==> config.mk <==
export PLATFORM = sky130hd
export DESIGN_NAME = htts_hash
export DESIGN_NICKNAME = d
export VERILOG_FILES = /design/src/hw/rtl/htts_pkg.sv /design/src/hw/rtl/htts_hash.sv
export SDC_FILE = /design/constraint.sdc
export NUM_CORES = 1
export LEC_CHECK = 0
export CORE_MARGIN = 2
export CORE_UTILIZATION = 35
export DETAILED_ROUTE_END_ITERATION = 16
export DONT_BUFFER_PORTS = 1
export PLACE_DENSITY_LB_ADDON = 0.1
export SLEW_MARGIN = 20
export SYNTH_ARGS = -nofsm -noshare
export SYNTH_HDL_FRONTEND = slang
export SYNTH_SLANG_ARGS = --single-unit
export TNS_END_PERCENT = 50
==> constraint.sdc <==
create_clock -name clock -period 11.05 [get_ports clock]
set_input_delay 2.21 -clock clock [delete_from_list [all_inputs] [get_ports clock]]
set_output_delay 2.21 -clock clock [all_outputs]
set_load 0.01 [all_outputs]
==> src/hw/rtl/htts_pkg.sv <==
// Package for the TTL key/value table: constants, field types, helpers.
// No dependencies.
`timescale 1ns / 1ps
package htts_pkg;
   localparam int CAPACITY = 256;

   localparam logic [63:0] FNV_BASIS = 64'hCBF29CE484222325;
   localparam logic [63:0] FNV_PRIME = 64'h00000100000001B3;

   localparam logic [1:0] MODE_GET = 2'd0;
   localparam logic [1:0] MODE_SET = 2'd1;
   localparam logic [1:0] MODE_DEL = 2'd2;

   localparam logic [1:0] ST_OK     = 2'd0;
   localparam logic [1:0] ST_MISS   = 2'd1;
   localparam logic [1:0] ST_BADLEN = 2'd2;
   localparam logic [1:0] ST_NOROOM = 2'd3;

   localparam logic [0:0] CSR_KEY_LIMIT   = 1'd0;
   localparam logic [0:0] CSR_VALUE_LIMIT = 1'd1;

   typedef struct packed {
      logic [3:0]  read_limit;
      logic [31:0] now_ms;
      logic [31:0] ttl_ms;
      logic [3:0]  value_length;
      logic [63:0] value_bytes;
      logic [3:0]  key_length;
      logic [63:0] key_bytes;
      logic [1:0]  mode;
   } req_type;

   function automatic logic [63:0] byte_mask(input logic [3:0] n);
      logic [63:0] m;
      m = '0;
      for (int i = 0; i < 8; i++) begin
         if (4'(i) < n) m[8*i +: 8] = 8'hFF;
      end
      return m;
   endfunction

   function automatic logic [31:0] sat_inc(input logic [31:0] v);
      return (v == 32'hFFFFFFFF) ? v : v + 32'd1;
   endfunction
endpackage

==> src/hw/rtl/htts_hash.sv <==
// Iterative FNV-1a hash over up to eight key bytes, one byte per cycle.
// Depends on htts_pkg.
`timescale 1ns / 1ps
module htts_hash (
   input  logic        clock,
   input  logic        reset,
   input  logic        start,
   input  logic [63:0] key,
   input  logic [3:0]  len,
   output logic        done,
   output logic [63:0] hash
);
   logic [63:0] h_ff, h_in;
   logic [3:0]  i_ff, i_in;
   logic        busy_ff, busy_in;
   logic        done_ff, done_in;
   logic [63:0] x;
   logic [63:0] xp;

   assign x = h_ff ^ {56'd0, key[{i_ff[2:0], 3'b000} +: 8]};
   // x times the FNV prime (2^40 + 0x1B3) as shifts and adds
   assign xp = (x << 40) + (x << 8) + (x << 7) + (x << 5) + (x << 4) + (x << 1) + x;

   always_comb begin
      h_in = h_ff;
      i_in = i_ff;
      busy_in = busy_ff;
      done_in = 1'b0;
      if (start) begin
         h_in = htts_pkg::FNV_BASIS;
         i_in = '0;
         busy_in = 1'b1;
      end else if (busy_ff) begin
         if (i_ff == len) begin
            busy_in = 1'b0;
            done_in = 1'b1;
         end else begin
            h_in = xp;
            i_in = i_ff + 4'd1;
         end
      end
   end

   always_ff @(posedge clock) begin
      h_ff <= h_in;
      i_ff <= i_in;
      if (reset) begin
         busy_ff <= 1'b0;
         done_ff <= 1'b0;
      end else begin
         busy_ff <= busy_in;
         done_ff <= done_in;
      end
   end

   assign done = done_ff;
   assign hash = h_ff;
endmodule

======== After elaboration in Yosys (flattened, before gate mapping) ========
Index checks and enable logic that the tools add are counted.
word-level totals
  register bits after elaboration ......... 70
  bits of input ports ..................... 71
  output and inout bits ................... 65
  word-level logic and storage cells ...... 22
cells by class
  add/sub/neg operators ................... 7
  equality and inequality tests ........... 1
  shift operators ......................... 1
  muxes and demuxes ....................... 4
  bitwise operators ....................... 3
  reductions and logical operators ........ 2
operators with widths
  kind                                         number
  adder 64 bit                                 6
  indexed part select 64 x 7 -> 8 bit          1
  bitwise XOR 64 x 8 -> 64 bit                 1
  adder 4 x 1 -> 4 bit, second input constant  1
  equality test 4 bit                          1
  2-to-1 mux 1 bit                             4
  OR reduction 3 bit                           1
  NOT 1 bit                                    2
  AND reduction 2 bit                          1

======== Longest topological paths before layout ========
Gate-level depths: netlist (run 1).
  depth in word-level cells ............... 8
  mapped depth ............................ 23
  gate-level depth less buffers ........... 21

======== Worst setup path after synthesis (run 1) ========
OpenSTA, ideal clock, no wires.
  kind .................................... input to register
  start ................................... input port key[61]
  end ..................................... register h_ff[39], in the netlist hash[39]
  library setup time ...................... 141 ps
  arrival time ............................ 7,384 ps
  required time ........................... 10,909 ps
  path slack .............................. 3,525 ps
  stages on the path ...................... 20
  path buffers ............................ 0
  cell sequence ........................... mux4_2 mux2i_1 xor2_1 inv_1 fa_1 inv_1 fa_1 inv_1 fa_1 ha_1 ha_1 o211ai_1 nor3_1 a21oi_2 a2111oi_0 or3_1 a21o_1 a21oi_1 xor2_1 a22oi_1
between the ends
  word-level cells in the longest chain between the ends .. 8
ends and longest elaborated chain
  element                                line             text
  start, declared                        htts_hash.sv:8   input logic [63:0] key,
  indexed part select 64 x 7 -> 8 bit *  htts_hash.sv:20  assign x = h_ff ^ {56'd0, key[{i_ff[2:0], 3'b000} +: 8]};
  bitwise XOR 64 x 8 -> 64 bit *         htts_hash.sv:20
  adder 64 bit (5 in series)             htts_hash.sv:22  assign xp = (x << 40) + (x << 8) + (x << 7) + (x << 5) + (x << 4) + (x << 1) + x;
  adder 64 bit *                         htts_hash.sv:22
  end signal, assigned                   htts_hash.sv:45  h_ff <= h_in;
  end, declared                          htts_hash.sv:13  logic [63:0] h_ff, h_in;
Every way passes the cells marked *; elsewhere a longest branch is shown, timed or not.
A chain may end at the register's enable or synchronous reset.

======== Worst setup path after layout (run 1) ========
Ends and elaborated chain as after synthesis.

==> summary.md, run 1 <==
| Metric | Value |
|---|---|
| Outcome | finished, final reports clean |
| Startpoint Class | input port |
| Slowest-stage cell, CP | xor2_1 |
| TritonRoute pass-1 iters | 5 |
| Drt wl/cell | 20.5 µm |
| Clock skew | about 0.016 ns |
| Clk pin slew, worst setup/hold paths | 0.07 ns |
| Num rows | a little over 70 |
| Final nets | between 1500 and 2000 |
| Final hold slack | between 0.5 and 0.6 ns |
| Critical path endpoint category | flop |
| Max-slew violations | 0 |
| Final antenna-violating net count | 0 |
| Worst min path class | flop to flop |
| Worst slack, placed | approximately 2.7 ns |
| Worst-margin pin slew | 1.01 ns |
| F_max | roughly 120 MHz |
| Reg2reg start | i_ff[0] |
| Smallest setup slack after layout | around 3.0 ns |
| Routability cong. | around 0.85 |
| Mean area per synthesized cell | roughly 9.5 µm² |
| Hold_sp | busy_ff |
| Mapped Cells | 1419 |
| Chip Height | between 200 and 250 µm |
| Minimum clock period | 8.02 ns |
| Port Buffer Count | 0 |
| Share of cells above drive strength 1 | 0.0527 |
| Worst setup startpoint | key[61] |
| Syn_nets | about 1800 |
| Die area | between 0.04 and 0.05 mm² |
| Ys flop type | dfxtp_1 |
| Root buf cell | clkbuf_16 |
| CP max stage delay | about 0.8 ns |
| Setup TNS | 0 ns |
| Die width | 200 µm |
| Largest net degree at the start of global routing | 36 |
| Top delay family on crit path | adder cells |
| Post-CTS Repair Setup Buffers | 0 |
| Overflow after GRT | 0 |
| Hold_buf cts | 0 |
| Crit-path max FO | 6 |
| Num CTS Buffers | 9 |
| Core area | about 0.038 mm² |
| Distinct cells, synth | 76 |
| CTS tree | yes |
| Ys async rst share | 0 |
| Crit path cell chain | mux4_2, mux2i_1, xor2_1, inv_1, fa_1, inv_1, fa_1, inv_1, fa_1, ha_1, ha_1, a21oi_1, o211ai_1, a21oi_2, a2111oi_0, or3_1, a21o_1, a21oi_1, xor2_1, a22oi_1 |
| Initial Utilization | 0.357 |
| Synth warn | 0 |
| Period Utilization, post-route | 0.725 |
| CP required | 11.27 ns |
| # IOs | roughly 140 |
| Post-synth EDFFs | 0 |
| Worst rel slew slack | 0.329 |
| Drt via density | around 5 |
| GR Util All Layers | 0.198 |
| Remaining DRCs | 0 |
| H-tree depth | 3 |
| Worst Setup Path Type | input port to flop |
| Post-DP HPWL | roughly 31 mm |
| Fin. Hold Viols | 0 |
| CP arrival | 8.24 ns |
| Sum of buffers and inverters on the critical path | 3 |
| RSZ-0062 raised after global routing | no |
| Wirelength, routed | approximately 38 mm |
| Global-route wire length before repair | 61.2 mm |
| Vias in the first global route | between 9000 and 10000 |
| CTS max path bufs | 2 |
| Antenna violations before repair | 1 |
| Post-synthesis sequential area ratio | 0.104 |
| P&R area growth vs syn | 3.21% |
| Max_cap viols | 0 |
| Starting DRT DRC Count | just over 500 |
| CTS resizes | 0 |
| Yosys reg bits | 70 |
| Clock sink total | 70 |
| # setup viols final | 0 |
| DR vias | between 9000 and 10000 |
| Synthesized area | between 0.01 and 0.015 mm² |
| Clk_lat worst skew | around 0.36 ns |
[cells in the final DEF (no fill, tap or decap), types with 5 or more instances in the layout]
cell	count
a21o_1	24
a211oi_2	5
o21a_1	11
inv_1	332
a21oi_1	86
o211ai_1	5
a31oi_1	5
a22o_1	8
mux2i_1	8
mux4_2	16
fa_1	245
dfxtp_1	69
a22oi_1	7
xor2_1	37
and2_1	6
nor3_1	11
nand4_1	21
nor2_1	44
o31ai_1	5
o21ai_1	6
nand2_1	64
ha_1	111
o21bai_1	5
nand3_1	7
and3_1	7
buf_4	9
o22ai_1	13
a211oi_1	5
clkbuf_16	9
o21ai_0	44
xnor2_1	47
[per-layer routing]
metal  part of all wire  routed length, µm  track usage
met5                  0                  0            0
met4              0.012                446       0.0360
met3              0.042               1580       0.0360
met2               0.47              17900        0.324
met1               0.48              18200        0.277
[cell type report]
class | count | area (µm²)
Sequential cell | 70 | 1400
Antenna cell | 1 | 2.50
Tap cell | 511 | 639
Inverter | 332 | 1250
Clock buffer | 10 | 229
Clock inverter | 6 | 93.8
Multi-Input combinational cell | 921 | 10200
Timing Repair Buffer | 9 | 67.6
Fill cell | 3909 | 23900
[worst paths after layout]
| path | to | slack [ns] | cells after the start |
|---|---|---|---|
| max | hash[39] | 3.03 | 20 |
| min | done | 0.52 | 1 |
| max reg2reg | hash[39] | 4.02 | 20 |
| min reg2reg | done | 0.52 | 1 |
[synth_stat cells (6+ instances only)]
cell type	count	area share
ha_1	111	0.10
nor2_1	45	0.013
a21o_1	24	0.013
and2_1	6	0.0028
a22o_1	8	0.0052
buf_2	11	0.0041
a22oi_1	7	0.0039
a21oi_1	86	0.032
and3_1	7	0.0032
inv_1	332	0.092
nand2_1	64	0.018
nor3_1	11	0.0041
o22ai_1	13	0.0060
mux2i_1	8	0.0059
o21ai_1	6	0.0022
dfxtp_1	70	0.10
xor2_1	37	0.024
o21ai_0	44	0.016
o21a_1	11	0.0061
mux4_2	16	0.027
nand3_1	7	0.0026
xnor2_1	47	0.031
nand4_1	21	0.0097
fa_1	245	0.36
clkbuf_1	21	0.0058
buf_4	58	0.032
[kinds of logic after synthesis]
family	count (synthesis)	share of synthesized area
buf+inv	428	0.137
fa+ha+maj	356	0.466
compound gates	268	0.136
simple gates	189	0.0693
xor+xnor	84	0.0545
flops	70	0.104
mux	24	0.0326
[state kept, by name, summed over array words and instances (netlist names)]
signal,count
busy_ff,1
done,1
hash,64
i_ff,4
[per-stage QoR]
stage          area [µm²]  utilization  instances
2_1_floorplan       13500            -       1419
4_1_cts             13900        0.368       1859
3_3_place_gp        13600        0.359       1843
3_5_place_dp        13600        0.359       1843
6_report            13900        0.368       1860
5_1_grt             13900        0.368       1860
Power of run 1 is left out: the tool's default activity adds up to more than one toggle a clock period on the data nets, which glitch-free logic cannot reach.
==> run 2: changes to the inputs <==
- clock period: 11.05 -> 6.7 ns (I/O delays scaled with it)
==> summary.md, run 2 (same netlist as run 1, synthesis figures left out) <==
| Metric | Value |
|---|---|
| Worst-margin pin slew | a little under 0.9 ns |
| Met1 GRT Util | 0.280 |
| F_max | 154 MHz |
| Die width | between 200 and 250 µm |
| CP required | between 6 and 7 ns |
| Max reg flops | 64 |
| H-tree depth | 3 |
| Port Buffer Count | 0 |
| Slowest-stage cell, CP | fa_1 |
| Outcome | finished, final reports clean |
| Worst rel slew slack | 0.413 |
| Startpoint Class | input port |
| Clk_lat worst skew | between 0.3 and 0.4 ns |
| Fin. Hold Viols | 0 |
| DR vias | 9555 |
| Die area | between 0.04 and 0.05 mm² |
| CTS max path bufs | 2 |
| Post-DP HPWL | 32.4 mm |
| Worst slack, placed | -0.148 ns |
| GR Util met2 | 0.335 |
| Num rows | slightly above 70 |
| Initial Utilization | 0.357 |
| Sum of buffers and inverters on the critical path | 3 |
| Max_cap viols | 0 |
| Crit path top cell by count | fa_1 |
| Smallest setup slack after layout | roughly 0.22 ns |
| CP max stage delay | roughly 0.5 ns |
| Crit path cell chain | mux4_2, mux2i_2, xor2_1, buf_4, fa_1, inv_1, fa_1, fa_1, ha_1, ha_1, o211ai_1, o211ai_1, a21oi_2, buf_4, a2111oi_4, nor3_2, nor3_1, a41oi_1, xor2_1, a21oi_1 |
| # IOs | about 140 |
| Routability cong. | 0.889 |
| Post-CTS Repair Setup Buffers | 0 |
| Max-slew violations | 0 |
| CP arrival | slightly below 7 ns |
| Worst min path class | flop to flop |
| Largest net degree at the start of global routing | 36 |
| Most common cell after layout, fill and taps aside | inv_1 |
| # setup viols final | 0 |
| Hold_buf cts | 0 |
| Clock sink total | 70 |
| Final antenna-violating net count | 0 |
| Period Utilization, post-route | 0.967 |
| Minimum clock period | 6.48 ns |
| Overflow after GRT | 0 |
| CTS tree | yes |
| Crit-path max FO | 5 |
| GR Layer Usage met3 | 0.0295 |
| Drt via density | a little under 5 |
| Clock skew | 0.0104 ns |
| Global-route wire length before repair | 62.1 mm |
| Clk pin slew, worst setup/hold paths | about 0.07 ns |
| Root buf cell | clkbuf_16 |
| Critical path endpoint category | flop |
| Share of cells above drive strength 1 | 0.112 |
| Drt wl/cell | roughly 20 µm |
| P&R area growth vs syn | 8.19% |
| RSZ-0062 raised after global routing | yes |
| Core area | about 0.038 mm² |
| Remaining DRCs | 0 |
| GR Util All Layers | 0.202 |
| GRT busiest layer | met2 |
| Chip Height | 200 µm |
| Worst Setup Path Type | input port to flop |
| Vias in the first global route | between 10000 and 15000 |
| Wirelength, routed | just under 40 mm |
| Top delay family on crit path | adder cells |
| TritonRoute pass-1 iters | 4 |
| Num CTS Buffers | 9 |
| Most frequent cells in the layout | inv_1 (332), fa_1 (245), ha_1 (111) |
| Antenna violations before repair | 1 |
| Final nets | 1856 |
| Starting DRT DRC Count | ~560 |
## run 2: repair_timing
action,in CTS,in global routing
gates resized for setup,0,9
endpoints found under the hold margin,0,0
endpoints found under the setup margin,0,15
## run 2: worst paths after layout
| path | start | depth (start not counted) | slack [ns] | end |
|---|---|---|---|---|
| max | key[29] | 20 | 0.22 | hash[57] |
| min | busy_ff | 1 | 0.52 | done |
| max reg2reg | i_ff[1] | 21 | 0.50 | hash[57] |
| min reg2reg | busy_ff | 1 | 0.52 | done |
## run 2: area by class of cell
| class | instances | area, µm² |
|---|---|---|
| fillers | 3877 | 23200 |
| multi-input cells | 921 | 10300 |
| flip-flops and latches | 70 | 1400 |
| inverters | 332 | 1250 |
| repair buffers | 95 | 726 |
| well taps | 511 | 639 |
| clock buffers | 9 | 225 |
| clock inverters | 7 | 80.1 |
| diodes | 1 | 2.50 |
## run 2: metrics by stage
| stage | instance area, µm² | hold WS (ns) | std cells | setup TNS (ns) | util |
|---|---|---|---|---|---|
| finish | 14600 | 0.516 | 1946 | 0 | 0.386 |
| global route | 14600 | 0.546 | 1946 | -0.218 | 0.386 |
| CTS | 14600 | 0.520 | 1945 | 0 | 0.385 |
| detailed placement | 14300 | 0.512 | 1929 | -0.751 | 0.377 |
| global placement | 14300 | 0.507 | 1929 | -0.723 | 0.377 |
| floorplan | 13500 | 0.490 | 1419 | 0 | - |
## run 2: metal layers
metal / vias up / share of wire / wire (µm)
li1: 4522 / - / -
met1: 4768 / 0.46 / 17900
met2: 233 / 0.47 / 18300
met3: 32 / 0.048 / 1870
met4: 0 / 0.018 / 708
met5: - / 0 / 0
Power of run 2 is left out for the same reason.
